<file path="config.mk">
export PLATFORM = sky130hd
export DESIGN_NAME = speculative_counter_rollback_log
export DESIGN_NICKNAME = d
export VERILOG_FILES = /design/src/rtl/core/scrl_pkg.sv /design/src/rtl/core/scrl_ram.sv /design/src/rtl/core/scrl_ctrl.sv /design/src/rtl/core/scrl_dpath.sv /design/src/rtl/core/speculative_counter_rollback_log.sv
export SDC_FILE = /design/constraint.sdc
export NUM_CORES = 2
export LEC_CHECK = 0
export BUFFER_PORTS_ARGS = -buffer_cell sky130_fd_sc_hd__buf_4
export CORE_MARGIN = 2
export CORE_UTILIZATION = 43
export CTS_BUF_LIST = sky130_fd_sc_hd__clkbuf_4 sky130_fd_sc_hd__clkbuf_8
export CTS_CLUSTER_DIAMETER = 40
export DETAILED_ROUTE_END_ITERATION = 6
export GPL_ROUTABILITY_DRIVEN = 0
export GPL_TIMING_DRIVEN = 0
export PLACE_DENSITY = 0.68
export SETUP_SLACK_MARGIN = 0.4
export SYNTH_ARGS = -nofsm -noshare
export SYNTH_HDL_FRONTEND = slang
export SYNTH_SLANG_ARGS = --single-unit
</file>
<file path="constraint.sdc">
create_clock -name clock -period 9.82 [get_ports clock]
set_input_delay 1.964 -clock clock [delete_from_list [all_inputs] [get_ports clock]]
set_output_delay 1.964 -clock clock [all_outputs]
set_load 0.01 [all_outputs]
</file>
<file path="src/rtl/core/scrl_pkg.sv">
// shared types and codes for the speculative counter rollback log
// used by scrl_ctrl, scrl_dpath and the top level; depends on nothing

package scrl_pkg;

   localparam int WORD_W = 32;

   // request kinds carried on req_tuser
   typedef enum logic [2:0] {
      ACT_INC    = 3'd0,
      ACT_DEC    = 3'd1,
      ACT_COMMIT = 3'd2,
      ACT_ABORT  = 3'd3,
      ACT_APPLY  = 3'd4,
      ACT_GET    = 3'd5
   } action_type;

   // result status carried on rsp_tuser
   typedef enum logic [1:0] {
      STS_OK       = 2'd0,
      STS_FULL     = 2'd1,
      STS_STALE    = 2'd2,
      STS_NOCOMMIT = 2'd3
   } status_type;

   // commands from the controller to the datapath
   typedef enum logic [3:0] {
      CMD_NONE,
      CMD_CAPTURE,
      CMD_EXEC,
      CMD_LOAD_SNAP,
      CMD_CMT_NONE,
      CMD_FWD_START,
      CMD_FWD_STEP,
      CMD_CMT_HIT,
      CMD_ABT_KEEP,
      CMD_ABT_ALL,
      CMD_BWD_START,
      CMD_BWD_STEP,
      CMD_ABT_HIT,
      CMD_RSP_LOAD
   } cmd_type;

   // datapath status seen by the controller
   typedef struct packed {
      action_type action;
      logic       fill_zero;
      logic       fill_one;
      logic       newest_lt;
      logic       hit_fwd;
      logic       hit_bwd;
      logic       chk_zero;
      logic       out_free;
   } stat_type;

endpackage

</file>
<file path="src/rtl/core/scrl_ram.sv">
// generic simple dual-port ram, one write port, one registered read port
// no dependencies

module scrl_ram #(
   parameter int WIDTH = 64,
   parameter int DEPTH = 16
) (
   input  logic                     clock,
   input  logic                     wr_en,
   input  logic [$clog2(DEPTH)-1:0] wr_addr,
   input  logic [WIDTH-1:0]         wr_data,
   input  logic [$clog2(DEPTH)-1:0] rd_addr,
   output logic [WIDTH-1:0]         rd_data
);

   logic [WIDTH-1:0] mem_ff [DEPTH];
   logic [WIDTH-1:0] rd_data_ff;

   // write and registered read
   always_ff @(posedge clock) begin
      if (wr_en) begin
         mem_ff[wr_addr] <= wr_data;
      end
      rd_data_ff <= mem_ff[rd_addr];
   end

   assign rd_data = rd_data_ff;

endmodule

</file>
<file path="src/rtl/core/scrl_ctrl.sv">
// controller state machine for the rollback log: decode, log scans, response
// depends on scrl_pkg

module scrl_ctrl (
   input  logic                clock,
   input  logic                reset,
   input  logic                req_tvalid,
   output logic                req_tready,
   input  scrl_pkg::stat_type  stat,
   output scrl_pkg::cmd_type   cmd
);

   typedef enum logic [2:0] {
      ST_IDLE,
      ST_DECODE,
      ST_FWD,
      ST_BWD,
      ST_RESP
   } state_type;

   state_type state_ff, state_in;
   logic      ready_ff, ready_in;

   // next state and command
   always_comb begin
      state_in = state_ff;
      cmd      = scrl_pkg::CMD_NONE;
      unique case (state_ff)
         ST_IDLE: begin
            if (req_tvalid && ready_ff) begin
               cmd      = scrl_pkg::CMD_CAPTURE;
               state_in = ST_DECODE;
            end
         end
         ST_DECODE: begin
            state_in = ST_RESP;
            unique case (stat.action)
               scrl_pkg::ACT_INC, scrl_pkg::ACT_DEC: begin
                  cmd = scrl_pkg::CMD_EXEC;
               end
               scrl_pkg::ACT_COMMIT: begin
                  if (stat.fill_zero || stat.newest_lt) begin
                     cmd = scrl_pkg::CMD_CMT_NONE;
                  end else begin
                     cmd      = scrl_pkg::CMD_FWD_START;
                     state_in = ST_FWD;
                  end
               end
               scrl_pkg::ACT_ABORT: begin
                  priority if (stat.fill_zero || stat.newest_lt) begin
                     cmd = scrl_pkg::CMD_ABT_KEEP;
                  end else if (stat.fill_one) begin
                     cmd = scrl_pkg::CMD_ABT_ALL;
                  end else begin
                     cmd      = scrl_pkg::CMD_BWD_START;
                     state_in = ST_BWD;
                  end
               end
               scrl_pkg::ACT_APPLY: begin
                  cmd = scrl_pkg::CMD_LOAD_SNAP;
               end
               default: begin
                  cmd = scrl_pkg::CMD_NONE;
               end
            endcase
         end
         // oldest-first search for the commit point
         ST_FWD: begin
            if (stat.hit_fwd) begin
               cmd      = scrl_pkg::CMD_CMT_HIT;
               state_in = ST_RESP;
            end else begin
               cmd = scrl_pkg::CMD_FWD_STEP;
            end
         end
         // newest-first search for the abort survivor
         ST_BWD: begin
            priority if (stat.hit_bwd) begin
               cmd      = scrl_pkg::CMD_ABT_HIT;
               state_in = ST_RESP;
            end else if (stat.chk_zero) begin
               cmd      = scrl_pkg::CMD_ABT_ALL;
               state_in = ST_RESP;
            end else begin
               cmd = scrl_pkg::CMD_BWD_STEP;
            end
         end
         ST_RESP: begin
            if (stat.out_free) begin
               cmd      = scrl_pkg::CMD_RSP_LOAD;
               state_in = ST_IDLE;
            end
         end
         default: begin
            state_in = ST_IDLE;
         end
      endcase
      ready_in = (state_in == ST_IDLE);
   end

   // state and registered ready
   always_ff @(posedge clock) begin
      if (reset) begin
         state_ff <= ST_IDLE;
         ready_ff <= 1'b0;
      end else begin
         state_ff <= state_in;
         ready_ff <= ready_in;
      end
   end

   assign req_tready = ready_ff;

endmodule

</file>
<file path="src/rtl/core/scrl_dpath.sv">
// datapath of the rollback log: counter, committed point, ring log and result register
// depends on scrl_pkg and scrl_ram

module scrl_dpath #(
   parameter int LOG_DEPTH = 16
) (
   input  logic                clock,
   input  logic                reset,
   input  scrl_pkg::cmd_type   cmd,
   output scrl_pkg::stat_type  stat,
   input  logic [63:0]         req_tdata,  // index, snapshot_value
   input  logic [2:0]          req_tuser,  // action
   output logic                rsp_tvalid,
   input  logic                rsp_tready,
   output logic [63:0]         rsp_tdata,  // value, seq
   output logic [1:0]          rsp_tuser   // status
);

   localparam int AW = $clog2(LOG_DEPTH);
   localparam int FW = $clog2(LOG_DEPTH + 1);
   localparam int W  = scrl_pkg::WORD_W;
   localparam logic [FW:0]   DEPTH_W   = (FW+1)'(LOG_DEPTH);
   localparam logic [FW-1:0] FULL_FILL = FW'(LOG_DEPTH);
   localparam logic [FW-1:0] ONE_FILL  = FW'(1);
   localparam logic [FW-1:0] TWO_FILL  = FW'(2);

   // ring position of an offset from the oldest entry
   function automatic logic [AW-1:0] slot(input logic [AW-1:0] head, input logic [FW-1:0] off);
      logic [FW:0] sum;
      sum = (FW+1)'(head) + {1'b0, off};
      if (sum >= DEPTH_W) begin
         sum = sum - DEPTH_W;
      end
      return sum[AW-1:0];
   endfunction

   scrl_pkg::action_type act_ff, act_in;
   scrl_pkg::status_type status_ff, status_in;
   logic [W-1:0]  idx_ff, idx_in;
   logic [W-1:0]  snap_ff, snap_in;
   logic [W-1:0]  cur_ff, cur_in;
   logic [W-1:0]  cidx_ff, cidx_in;
   logic [W-1:0]  ccnt_ff, ccnt_in;
   logic [W-1:0]  nidx_ff, nidx_in;
   logic [W-1:0]  nval_ff, nval_in;
   logic [AW-1:0] head_ff, head_in;
   logic [FW-1:0] fill_ff, fill_in;
   logic [FW-1:0] chk_ff;
   logic [AW-1:0] raddr_ff;
   logic          rsp_valid_ff, rsp_valid_in;
   logic [W-1:0]  rsp_value_ff, rsp_value_in;
   logic [W-1:0]  rsp_seq_ff, rsp_seq_in;
   logic [1:0]    rsp_status_ff, rsp_status_in;

   logic [FW-1:0]  rd_off;
   logic [AW-1:0]  rd_addr;
   logic [2*W-1:0] rd_data;
   logic [W-1:0]   rd_idx;
   logic [W-1:0]   rd_cnt;
   logic           wr_en;
   logic [AW-1:0]  wr_addr;
   logic [2*W-1:0] wr_data;
   logic           exec_full;
   logic           exec_stale;
   logic [W-1:0]   count_step;

   assign rd_idx = rd_data[W-1:0];
   assign rd_cnt = rd_data[2*W-1:W];

   // scan offset selection
   always_comb begin
      unique case (cmd)
         scrl_pkg::CMD_FWD_START: rd_off = '0;
         scrl_pkg::CMD_FWD_STEP:  rd_off = chk_ff + ONE_FILL;
         scrl_pkg::CMD_BWD_START: rd_off = fill_ff - TWO_FILL;
         scrl_pkg::CMD_BWD_STEP:  rd_off = chk_ff - ONE_FILL;
         default:                 rd_off = chk_ff;
      endcase
   end

   assign rd_addr = slot(head_ff, rd_off);

   // append of a new change
   assign exec_full  = (fill_ff == FULL_FILL);
   assign exec_stale = (fill_ff != '0) && (idx_ff <= nidx_ff);
   assign count_step = (act_ff == scrl_pkg::ACT_INC) ? cur_ff + 1'b1 : cur_ff - 1'b1;
   assign wr_en      = (cmd == scrl_pkg::CMD_EXEC) && !exec_full && !exec_stale;
   assign wr_addr    = slot(head_ff, fill_ff);
   assign wr_data    = {count_step, idx_ff};

   scrl_ram #(
      .WIDTH(2 * W),
      .DEPTH(LOG_DEPTH)
   ) u_log (
      .clock  (clock),
      .wr_en  (wr_en),
      .wr_addr(wr_addr),
      .wr_data(wr_data),
      .rd_addr(rd_addr),
      .rd_data(rd_data)
   );

   // next state of the counter and log
   always_comb begin
      act_in        = act_ff;
      status_in     = status_ff;
      idx_in        = idx_ff;
      snap_in       = snap_ff;
      cur_in        = cur_ff;
      cidx_in       = cidx_ff;
      ccnt_in       = ccnt_ff;
      nidx_in       = nidx_ff;
      nval_in       = nval_ff;
      head_in       = head_ff;
      fill_in       = fill_ff;
      rsp_valid_in  = rsp_valid_ff && !rsp_tready;
      rsp_value_in  = rsp_value_ff;
      rsp_seq_in    = rsp_seq_ff;
      rsp_status_in = rsp_status_ff;
      unique case (cmd)
         scrl_pkg::CMD_CAPTURE: begin
            act_in    = scrl_pkg::action_type'(req_tuser);
            idx_in    = req_tdata[W-1:0];
            snap_in   = req_tdata[2*W-1:W];
            status_in = scrl_pkg::STS_OK;
         end
         scrl_pkg::CMD_EXEC: begin
            priority if (exec_full) begin
               status_in = scrl_pkg::STS_FULL;
            end else if (exec_stale) begin
               status_in = scrl_pkg::STS_STALE;
            end else begin
               cur_in  = count_step;
               nidx_in = idx_ff;
               nval_in = count_step;
               fill_in = fill_ff + ONE_FILL;
            end
         end
         scrl_pkg::CMD_LOAD_SNAP: begin
            cidx_in = idx_ff;
            ccnt_in = snap_ff;
            cur_in  = snap_ff;
            fill_in = '0;
            head_in = '0;
         end
         scrl_pkg::CMD_CMT_NONE: begin
            status_in = scrl_pkg::STS_NOCOMMIT;
         end
         scrl_pkg::CMD_CMT_HIT: begin
            cidx_in = rd_idx;
            ccnt_in = rd_cnt;
            head_in = raddr_ff;
            fill_in = fill_ff - chk_ff;
         end
         scrl_pkg::CMD_ABT_KEEP: begin
            cur_in = (fill_ff == '0) ? ccnt_ff : nval_ff;
         end
         scrl_pkg::CMD_ABT_ALL: begin
            fill_in = '0;
            cur_in  = ccnt_ff;
         end
         scrl_pkg::CMD_ABT_HIT: begin
            fill_in = chk_ff + ONE_FILL;
            nidx_in = rd_idx;
            nval_in = rd_cnt;
            cur_in  = rd_cnt;
         end
         scrl_pkg::CMD_RSP_LOAD: begin
            rsp_valid_in  = 1'b1;
            rsp_value_in  = (act_ff == scrl_pkg::ACT_GET) ?
                            ((fill_ff == '0) ? ccnt_ff : nval_ff) : cur_ff;
            rsp_seq_in    = (fill_ff == '0) ? cidx_ff : nidx_ff;
            rsp_status_in = status_ff;
         end
         default: begin
            rsp_valid_in = rsp_valid_ff && !rsp_tready;
         end
      endcase
   end

   // control state
   always_ff @(posedge clock) begin
      if (reset) begin
         cur_ff       <= '0;
         cidx_ff      <= '0;
         ccnt_ff      <= '0;
         head_ff      <= '0;
         fill_ff      <= '0;
         rsp_valid_ff <= 1'b0;
      end else begin
         cur_ff       <= cur_in;
         cidx_ff      <= cidx_in;
         ccnt_ff      <= ccnt_in;
         head_ff      <= head_in;
         fill_ff      <= fill_in;
         rsp_valid_ff <= rsp_valid_in;
      end
   end

   // payload registers
   always_ff @(posedge clock) begin
      act_ff        <= act_in;
      status_ff     <= status_in;
      idx_ff        <= idx_in;
      snap_ff       <= snap_in;
      nidx_ff       <= nidx_in;
      nval_ff       <= nval_in;
      chk_ff        <= rd_off;
      raddr_ff      <= rd_addr;
      rsp_value_ff  <= rsp_value_in;
      rsp_seq_ff    <= rsp_seq_in;
      rsp_status_ff <= rsp_status_in;
   end

   // status toward the controller
   assign stat.action    = act_ff;
   assign stat.fill_zero = (fill_ff == '0);
   assign stat.fill_one  = (fill_ff == ONE_FILL);
   assign stat.newest_lt = (nidx_ff < idx_ff);
   assign stat.hit_fwd   = (rd_idx >= idx_ff);
   assign stat.hit_bwd   = (rd_idx < idx_ff);
   assign stat.chk_zero  = (chk_ff == '0);
   assign stat.out_free  = !rsp_valid_ff || rsp_tready;

   assign rsp_tvalid = rsp_valid_ff;
   assign rsp_tdata  = {rsp_seq_ff, rsp_value_ff};
   assign rsp_tuser  = rsp_status_ff;

   a_fill_bound: assert property (@(posedge clock) disable iff (reset)
      fill_ff <= FULL_FILL)
      else $error("log fill beyond depth");

   a_head_bound: assert property (@(posedge clock) disable iff (reset)
      (FW+1)'(head_ff) < DEPTH_W)
      else $error("log head outside ring");

   a_no_write_full: assert property (@(posedge clock) disable iff (reset)
      wr_en |-> (fill_ff != FULL_FILL))
      else $error("append into full log");

   a_load_free: assert property (@(posedge clock) disable iff (reset)
      (cmd == scrl_pkg::CMD_RSP_LOAD) |-> stat.out_free)
      else $error("result overwritten before taken");

   a_commit_shrink: assert property (@(posedge clock) disable iff (reset)
      (cmd == scrl_pkg::CMD_CMT_HIT) |=> (fill_ff <= $past(fill_ff)) && (fill_ff != '0))
      else $error("commit did not keep a nonempty tail");

endmodule

</file>
<file path="src/rtl/core/speculative_counter_rollback_log.sv">
// speculative counter with rollback log: controller and datapath
// requests enter on the req_ channel, results leave on the rsp_ channel; one result
// per transaction. action on req_tuser; index and snapshot_value on req_tdata.
// increment/decrement, apply snapshot, get snapshot and unused actions go through
// decode and result load from acceptance to result valid. commit and abort walk
// the log ring one entry per cycle through the registered read port of the log
// ram between decode and result load.
// a commit with no entry at or above the index, or an abort with nothing to drop,
// skips the scan. one transaction is worked on at a time; the next request is taken
// as soon as the previous result sits in the output register, even if not yet taken.
// if the receiver stalls, the result holds in rsp_tdata/rsp_tuser and the following
// transaction waits in its last step until the output register frees up.
// reset (synchronous, active high) zeroes the counter, committed point, head and fill;
// log ram contents are never cleared since only entries inside the fill are read.
// status: 0 ok, 1 log full, 2 index not above newest, 3 nothing to commit.

module speculative_counter_rollback_log #(
   parameter int LOG_DEPTH = 16
) (
   input  logic        clock,
   input  logic        reset,
   input  logic        req_tvalid,
   output logic        req_tready,
   input  logic [63:0] req_tdata,   // index [31:0], snapshot_value [63:32]
   input  logic [2:0]  req_tuser,   // action [2:0]
   output logic        rsp_tvalid,
   input  logic        rsp_tready,
   output logic [63:0] rsp_tdata,   // value [31:0], seq [63:32]
   output logic [1:0]  rsp_tuser    // status [1:0]
);

   scrl_pkg::cmd_type  cmd;
   scrl_pkg::stat_type stat;

   // sequencing of each transaction
   scrl_ctrl u_ctrl (
      .clock     (clock),
      .reset     (reset),
      .req_tvalid(req_tvalid),
      .req_tready(req_tready),
      .stat      (stat),
      .cmd       (cmd)
   );

   // counter, committed point and log storage
   scrl_dpath #(
      .LOG_DEPTH(LOG_DEPTH)
   ) u_dpath (
      .clock     (clock),
      .reset     (reset),
      .cmd       (cmd),
      .stat      (stat),
      .req_tdata (req_tdata),
      .req_tuser (req_tuser),
      .rsp_tvalid(rsp_tvalid),
      .rsp_tready(rsp_tready),
      .rsp_tdata (rsp_tdata),
      .rsp_tuser (rsp_tuser)
   );

endmodule
</file>
# Word level (Yosys, flattened, before mapping)

Memories as Yosys holds them, arrays and structs flattened. A register that Yosys moved wholly into a read port is not among the register bits.
Cells that the tools add are included.

Logic and storage cells: 138
RAM bits: 1024
Memories kept: 1
Bits in registers: 318
Input port bits: 71
Output and inout bits: 68

Add/subtract/negate cells: 11
Equality and inequality tests: 27
Reduce and logical (&&, ||, !) cells: 28
Order comparisons: 6
Muxes and demuxes: 46

Memory list:

| name                 | words | bits a word | read ports | clocked after Yosys merged registers in | wr ports | RTL line       | RTL |
|---|---|---|---|---|---|---|---|
| u_dpath.u_log.mem_ff | 16    | 64          | 1          | 1                                       | 1        | scrl_ram.sv:16 | `logic [WIDTH-1:0] mem_ff [DEPTH];` |

Operators with widths:

| cell                  | count |
|---|---|
| $mux 32               | 8 |
| $pmux 32 s2           | 4 |
| $pmux 32 s5           | 1 |
| $lt 32x32->1          | 2 |
| $pmux 5 s4            | 2 |
| $add 32x1->32 const B | 1 |
| $ge 32x32->1          | 1 |
| $le 32x32->1          | 1 |
| $sub 32x1->32 const B | 1 |
| $eq 4x4->1 const B    | 6 |
| $mux 3                | 8 |
| $mux 4                | 5 |
| $pmux 4 s5            | 1 |
| $eq 4x3->1 const B    | 4 |
| $pmux 4 s4            | 1 |
| $pmux 3 s5            | 1 |
| $add 4x5->6           | 2 |
| $eq 3x2->1 const B    | 4 |
| $ge 6x5->1 const B    | 2 |
| $add 5x1->5 const B   | 2 |
| $logic_not 5->1       | 2 |
| $mux 5                | 2 |
| $reduce_bool 5->1     | 2 |
| $eq 3x3->1 const B    | 3 |
| 26 further kinds      | 52 |

# Longest topological paths before layout

Depth in word-level cells: 10
Depth in mapped cells: 25
Mapped depth without buffers: 23

# Hierarchy

A second synthesis with hierarchy kept.

Cells, all modules: 3345
Area total of the unflattened synthesis: 56746.9 sq um

By module, submodules not included:

| module     | area each (sq um) | times used | cells each | seq. area each (sq um) |
|---|---|---|---|---|
| scrl_ram   | 39581.7           | 1          | 1647       | 32030.7 |
| scrl_dpath | 16749.8           | 1          | 1644       | 8287.9 |
| scrl_ctrl  | 415.4             | 1          | 54         | 80.1 |

# Worst setup path before layout

OpenSTA, ideal clock, no wires.

Path type: input to register
From: input port rsp_tready
To: memory u_dpath.u_log.mem_ff[6][0], enable pin
Library setup time: 0.486 ns
Cell stages on the path: 9
Buffers on the path: 0
Required time: 9.334 ns
Arrival time: 6.392 ns
Path slack: 2.941 ns
Path through: nand2b_1 -> nand3_1 -> nand2_1 -> a21o_1 -> o31ai_4 -> nand3_2 -> nor4b_2 -> nand3b_1 -> nor2_1

Longest elaborated chain between the ends: 8

Ends and longest elaborated chain:

| what                            | RTL line                               | RTL |
|---|---|---|
| start, declared                 | speculative_counter_rollback_log.sv:27 | `input logic rsp_tready,` |
| $logic_or 1x1->1                | scrl_dpath.sv:223                      | `assign stat.out_free = !rsp_valid_ff \|\| rsp_tready;` |
| $mux 4                          | scrl_ctrl.sv:89                        | `if (stat.out_free) begin` |
| $pmux 4 s5                      | scrl_ctrl.sv:28                        | `unique case (state_ff)` |
| $eq 4x2->1                      | scrl_dpath.sv:87                       | `assign wr_en = (cmd == scrl_pkg::CMD_EXEC) && !exec_full && !exec_stale;` |
| $logic_and 1x1->1 (2 in series) | scrl_dpath.sv:87                       |  |
| $mux 1                          | scrl_ram.sv:21                         | `if (wr_en) begin` |
| $mux 1 (not written as such)    | scrl_ram.sv:22                         | `mem_ff[wr_addr] <= wr_data;` |
| end, declared                   | scrl_ram.sv:16                         |  |

Every way passes these cells.

# Worst setup path in the final report

From: register u_dpath.idx_ff[31]
To: register u_dpath.u_log.rd_data_ff[37], in the netlist u_dpath.u_log.rd_data[37], read port of u_dpath.u_log.mem_ff

Longest elaborated chain between the ends: 10
Elaborated cells between the ends (all ways): 19
Classes of those cells: add/sub (2); order compare (4); eq/ne (4); mux (8); reduce/logical (1)

Ends and longest elaborated chain:

| what                                      | RTL line                           | RTL |
|---|---|---|
| start, declared                           | scrl_dpath.sv:39                   | `logic [W-1:0] idx_ff, idx_in;` |
| start signal, assigned                    | scrl_dpath.sv:204                  | `idx_ff <= idx_in;` |
| $lt 32x32->1                              | scrl_dpath.sv:219                  | `assign stat.newest_lt = (nidx_ff < idx_ff);` |
| $logic_or 1x1->1                          | scrl_ctrl.sv:42, scrl_ctrl.sv:50   |  |
| $mux 4 or $mux 1 (tied branches)          | scrl_ctrl.sv:50, scrl_ctrl.sv:42   |  |
| $pmux 4 s4                                | scrl_ctrl.sv:37                    | `unique case (stat.action)` |
| $pmux 4 s5 (*)                            | scrl_ctrl.sv:28                    |  |
| $eq 4x4->1 or $eq 4x3->1 (tied branches)  | scrl_dpath.sv:72                   | `unique case (cmd)` |
| $pmux 5 s4 (*)                            | scrl_dpath.sv:72                   |  |
| net u_dpath.rd_off[0]                     | scrl_dpath.sv:55                   | `logic [FW-1:0] rd_off;` |
| $add 4x5->6 (*)                           | scrl_dpath.sv:30                   | `sum = (FW+1)'(head) + {1'b0, off};` |
| $ge 6x5->1 or $sub 4x1->4 (tied branches) | scrl_dpath.sv:31, scrl_dpath.sv:32 |  |
| $mux 4 (*)                                | scrl_dpath.sv:31                   | `if (sum >= DEPTH_W) begin` |
| net u_dpath.rd_addr[0]                    | scrl_dpath.sv:56                   | `logic [AW-1:0] rd_addr;` |
| end, declared                             | scrl_ram.sv:17                     | `logic [WIDTH-1:0] rd_data_ff;` |

Mark *: on every way through the listed nets, which the timed path passes. The rest lies on a longest branch.
A chain may end at the register's enable or synchronous reset.

==> run summary <==
Longest Clk Path Bufs: 3
CTS Root Cell: clkbuf_8
first-pass GRT wire length: 217000 um
Hold Crit Start: u_dpath.cidx_ff[27]$_SDFFE_PP0P_
Rows: 134
CTS tree: built
die area: 137000 sq um
num ports: 139
Core ar.: 133000 sq um
CP Launch Type: flip-flop
failing checks: design-rule violations
Leak Pwr: 23.1 nW
Synth Register Bits: 1406
Starting DRT DRC Count: 4258
r2r worst-path depth: 19
Port Buffers: 137
Post-synth top flop: edfxtp_1
worst path required time: 10.61 ns
Slew Limit Headroom: 14.1%
# fillers: 10813
Clk Latency, worst-skew pair: 0.95 ns
Hold Crit Class: reg2reg
Final ANT Viol Nets: 0
hold worst-path end: u_dpath.cidx_ff[27]$_SDFFE_PP0P_
Reg2Reg Launch Point: u_dpath.idx_ff[31]$_DFFE_PP_
Worst-Margin Slew: 1.28 ns
number of synthesized flops with an enable pin: 1224
initial antenna violation count: 3
Synthesis Warnings: 0
number of setup violations in the final report: 0
Initial Utilization: 43.2%
clock transition at the registers of the reported paths: 0.06 ns
Post-Syn Nets: 3568
drt wl/cell: 25.7 um
cts bufs inserted: 218
Post-DP HPWL: 100000 um
Most flops, register: u_dpath.u_log.mem_ff
Mapped Area: 57500 sq um
Final Util: 50.2%
Netlist cell types: 88
Total Nets Final: 3974
Total Power: 13.8 mW
Layout area overhead: 16.2%
DRC violations left: 1
Setup Buffers After CTS: 0
VDD IR max: 0.123 mV
Max Fclk: 127 MHz
GRT overflow: 0
vias per inst: 5.80
vias: 33376
cells after synthesis: 3386
r2r setup slk: 1.96 ns
crit end category: flip-flop
Mapped Avg Cell Area: 17.0 sq um
PostCTS Resize Cnt: 0
final wirelength: 148000 um
die height: 370 um
fin crit share: 80.0%
total global-route track usage: 21.5%
hold path depth: 2
Critical Path AT: 8.65 ns
PwrDens: 207 nW/um^2
# hold bufs at CTS: 0
maximum fanout along the worst path: 19
Post-synth ARST share: 0%
Final Max Tran Viols: 0
CP Class: reg2reg
DRT Pass-1 Iters: 7
multi-input logic area: 16300 sq um
sequential share of the synthesized area: 70.2%
number of global-route vias before repair: 33340
max cap viols: 0
Final min period: 7.86 ns
share of layout cells above drive strength 1: 23.4%
H-tree levels: 4
final hold viol count: 0
die span in x: 370 um
largest net degree at the start of global routing: 67
RSZ-0062 raised after global routing: no
Final Skew: 0.0579 ns
run status: finished, violations left
FF+latch area: 40400 sq um
Worst R2R End: u_dpath.u_log.rd_data[37]$_DFF_P_
CTS sink cnt: 1406
Largest register FFs: 1024
per-layer routing:
metal / share of wire [%] / wire [um] / vias up / track usage, %
li1: - / - / 14356 / -
met1: 41 / 60800 / 17029 / 29.8
met2: 46 / 68100 / 1658 / 33.6
met3: 8.8 / 13000 / 333 / 3.95
met4: 4.1 / 6050 / 0 / 9.26
met5: 0 / 0 / - / 0
cell type report:
| cell class | instances | area share [%] |
|---|---|---|
| Antenna cell | 2 | 0.00749 |
| Buffer | 182 | 1.20 |
| Clock buffer | 301 | 5.60 |
| Clock inverter | 114 | 1.53 |
| Inverter | 97 | 0.552 |
| Multi-Input combinational cell | 1701 | 24.4 |
| Sequential cell | 1406 | 60.5 |
| Tap cell | 1768 | 3.31 |
| Timing Repair Buffer | 186 | 2.99 |
worst max-delay path by stage:
stage	startpoint	to	slack (ns)	cells after the start
finish	u_dpath.idx_ff[31]$_DFFE_PP_	u_dpath.u_log.rd_data[37]$_DFF_P_	1.96	19
global route	u_dpath.idx_ff[31]$_DFFE_PP_	u_dpath.u_log.rd_data[37]$_DFF_P_	1.70	19
CTS	u_dpath.idx_ff[31]$_DFFE_PP_	u_dpath.u_log.rd_data[37]$_DFF_P_	2.09	19
detailed placement	rsp_tready	u_dpath.u_log.rd_data[37]$_DFF_P_	1.87	19
global placement	rsp_tready	u_dpath.u_log.mem_ff[7][17]$_DFFE_PP_	-0.82	10
floorplan	rsp_tready	u_dpath.u_log.mem_ff[6][0]$_DFFE_PP_	2.94	9
stage by stage:
step                worst slack, ns  cells  area (sq um)  TNS, ns  hold slack, ns
global route                   1.70   5757         66800        0           0.467
detailed placement             1.87   5339         62000        0           0.443
floorplan                      2.94   3386         57500        0           0.400
finish                         1.96   5757         66800        0           0.450
CTS                            2.09   5754         66700        0           0.452
global placement             -0.819   5291         60800  -686.71           0.438
power breakdown:
part / total, mW / switching (mW) / internal [mW]
clock: 5.22 / 2.35 / 2.87
sequential: 6.93 / 0.164 / 6.76
combinational: 1.70 / 1.02 / 0.679
worst max-delay path, cell delays in order, from the launching register on:
cell and delay, ns:
edfxtp_1 0.81, inv_1 0.16, ha_1 0.37, nand4_1 0.22, nor4_1 0.70, a21boi_4 0.53, o21ai_2 0.25, nand3_2 0.22
xnor2_1 0.16, o21a_1 0.28, inv_1 0.17, nor2_1 0.12, a21oi_1 0.08, ha_1 0.31, clkbuf_1 0.22, clkbuf_1 0.92
clkbuf_1 0.95, mux4_2 0.61, mux2i_1 0.47, mux2i_1 0.13
logic make-up (layout without fill, tap and decap cells):
family | after synthesis | count (layout) | share of synthesized area (%)
buf+inv | 279 | 880 | 2.03
xor+xnor | 45 | 45 | 0.685
fa+ha+maj | 111 | 111 | 2.45
flops | 1406 | 1406 | 70.2
mux | 480 | 480 | 13.9
other cells | 0 | 2 | 0
compound gates | 493 | 493 | 6.22
simple gates | 572 | 572 | 4.42
cells in the final DEF (no fill, tap or decap), drive strengths merged, types with 103 or more instances in the layout:
cell,count
ha,108
nand2,306
o21ai,113
clkbuf,428
mux4,256
a21oi,103
mux2i,213
inv,108
dfxtp,182
nor2,120
edfxtp,1224
buf,241
synth_stat cells, types with 15 or more instances:
| cell | number | area [sq um] |
|---|---|---|
| o21ai_0 | 107 | 536 |
| buf_1 | 32 | 120 |
| buf_2 | 15 | 75.1 |
| a311oi_1 | 22 | 193 |
| a222oi_1 | 40 | 400 |
| a21oi_1 | 103 | 515 |
| edfxtp_1 | 1224 | 36800 |
| a21o_1 | 29 | 218 |
| nor3_1 | 28 | 140 |
| mux4_2 | 256 | 5770 |
| mux2i_1 | 213 | 2130 |
| nand3_1 | 27 | 135 |
| a221oi_1 | 18 | 158 |
| clkbuf_1 | 127 | 477 |
| o221ai_1 | 33 | 289 |
| a22o_1 | 23 | 201 |
| dfxtp_1 | 182 | 3640 |
| a211oi_1 | 18 | 135 |
| nand2_1 | 305 | 1140 |
| inv_1 | 96 | 360 |
| nand4_1 | 17 | 106 |
| nor2_1 | 120 | 450 |
| ha_1 | 108 | 1350 |
| xnor2_1 | 32 | 280 |
Note: power is estimated with default switching activity, not from simulation.
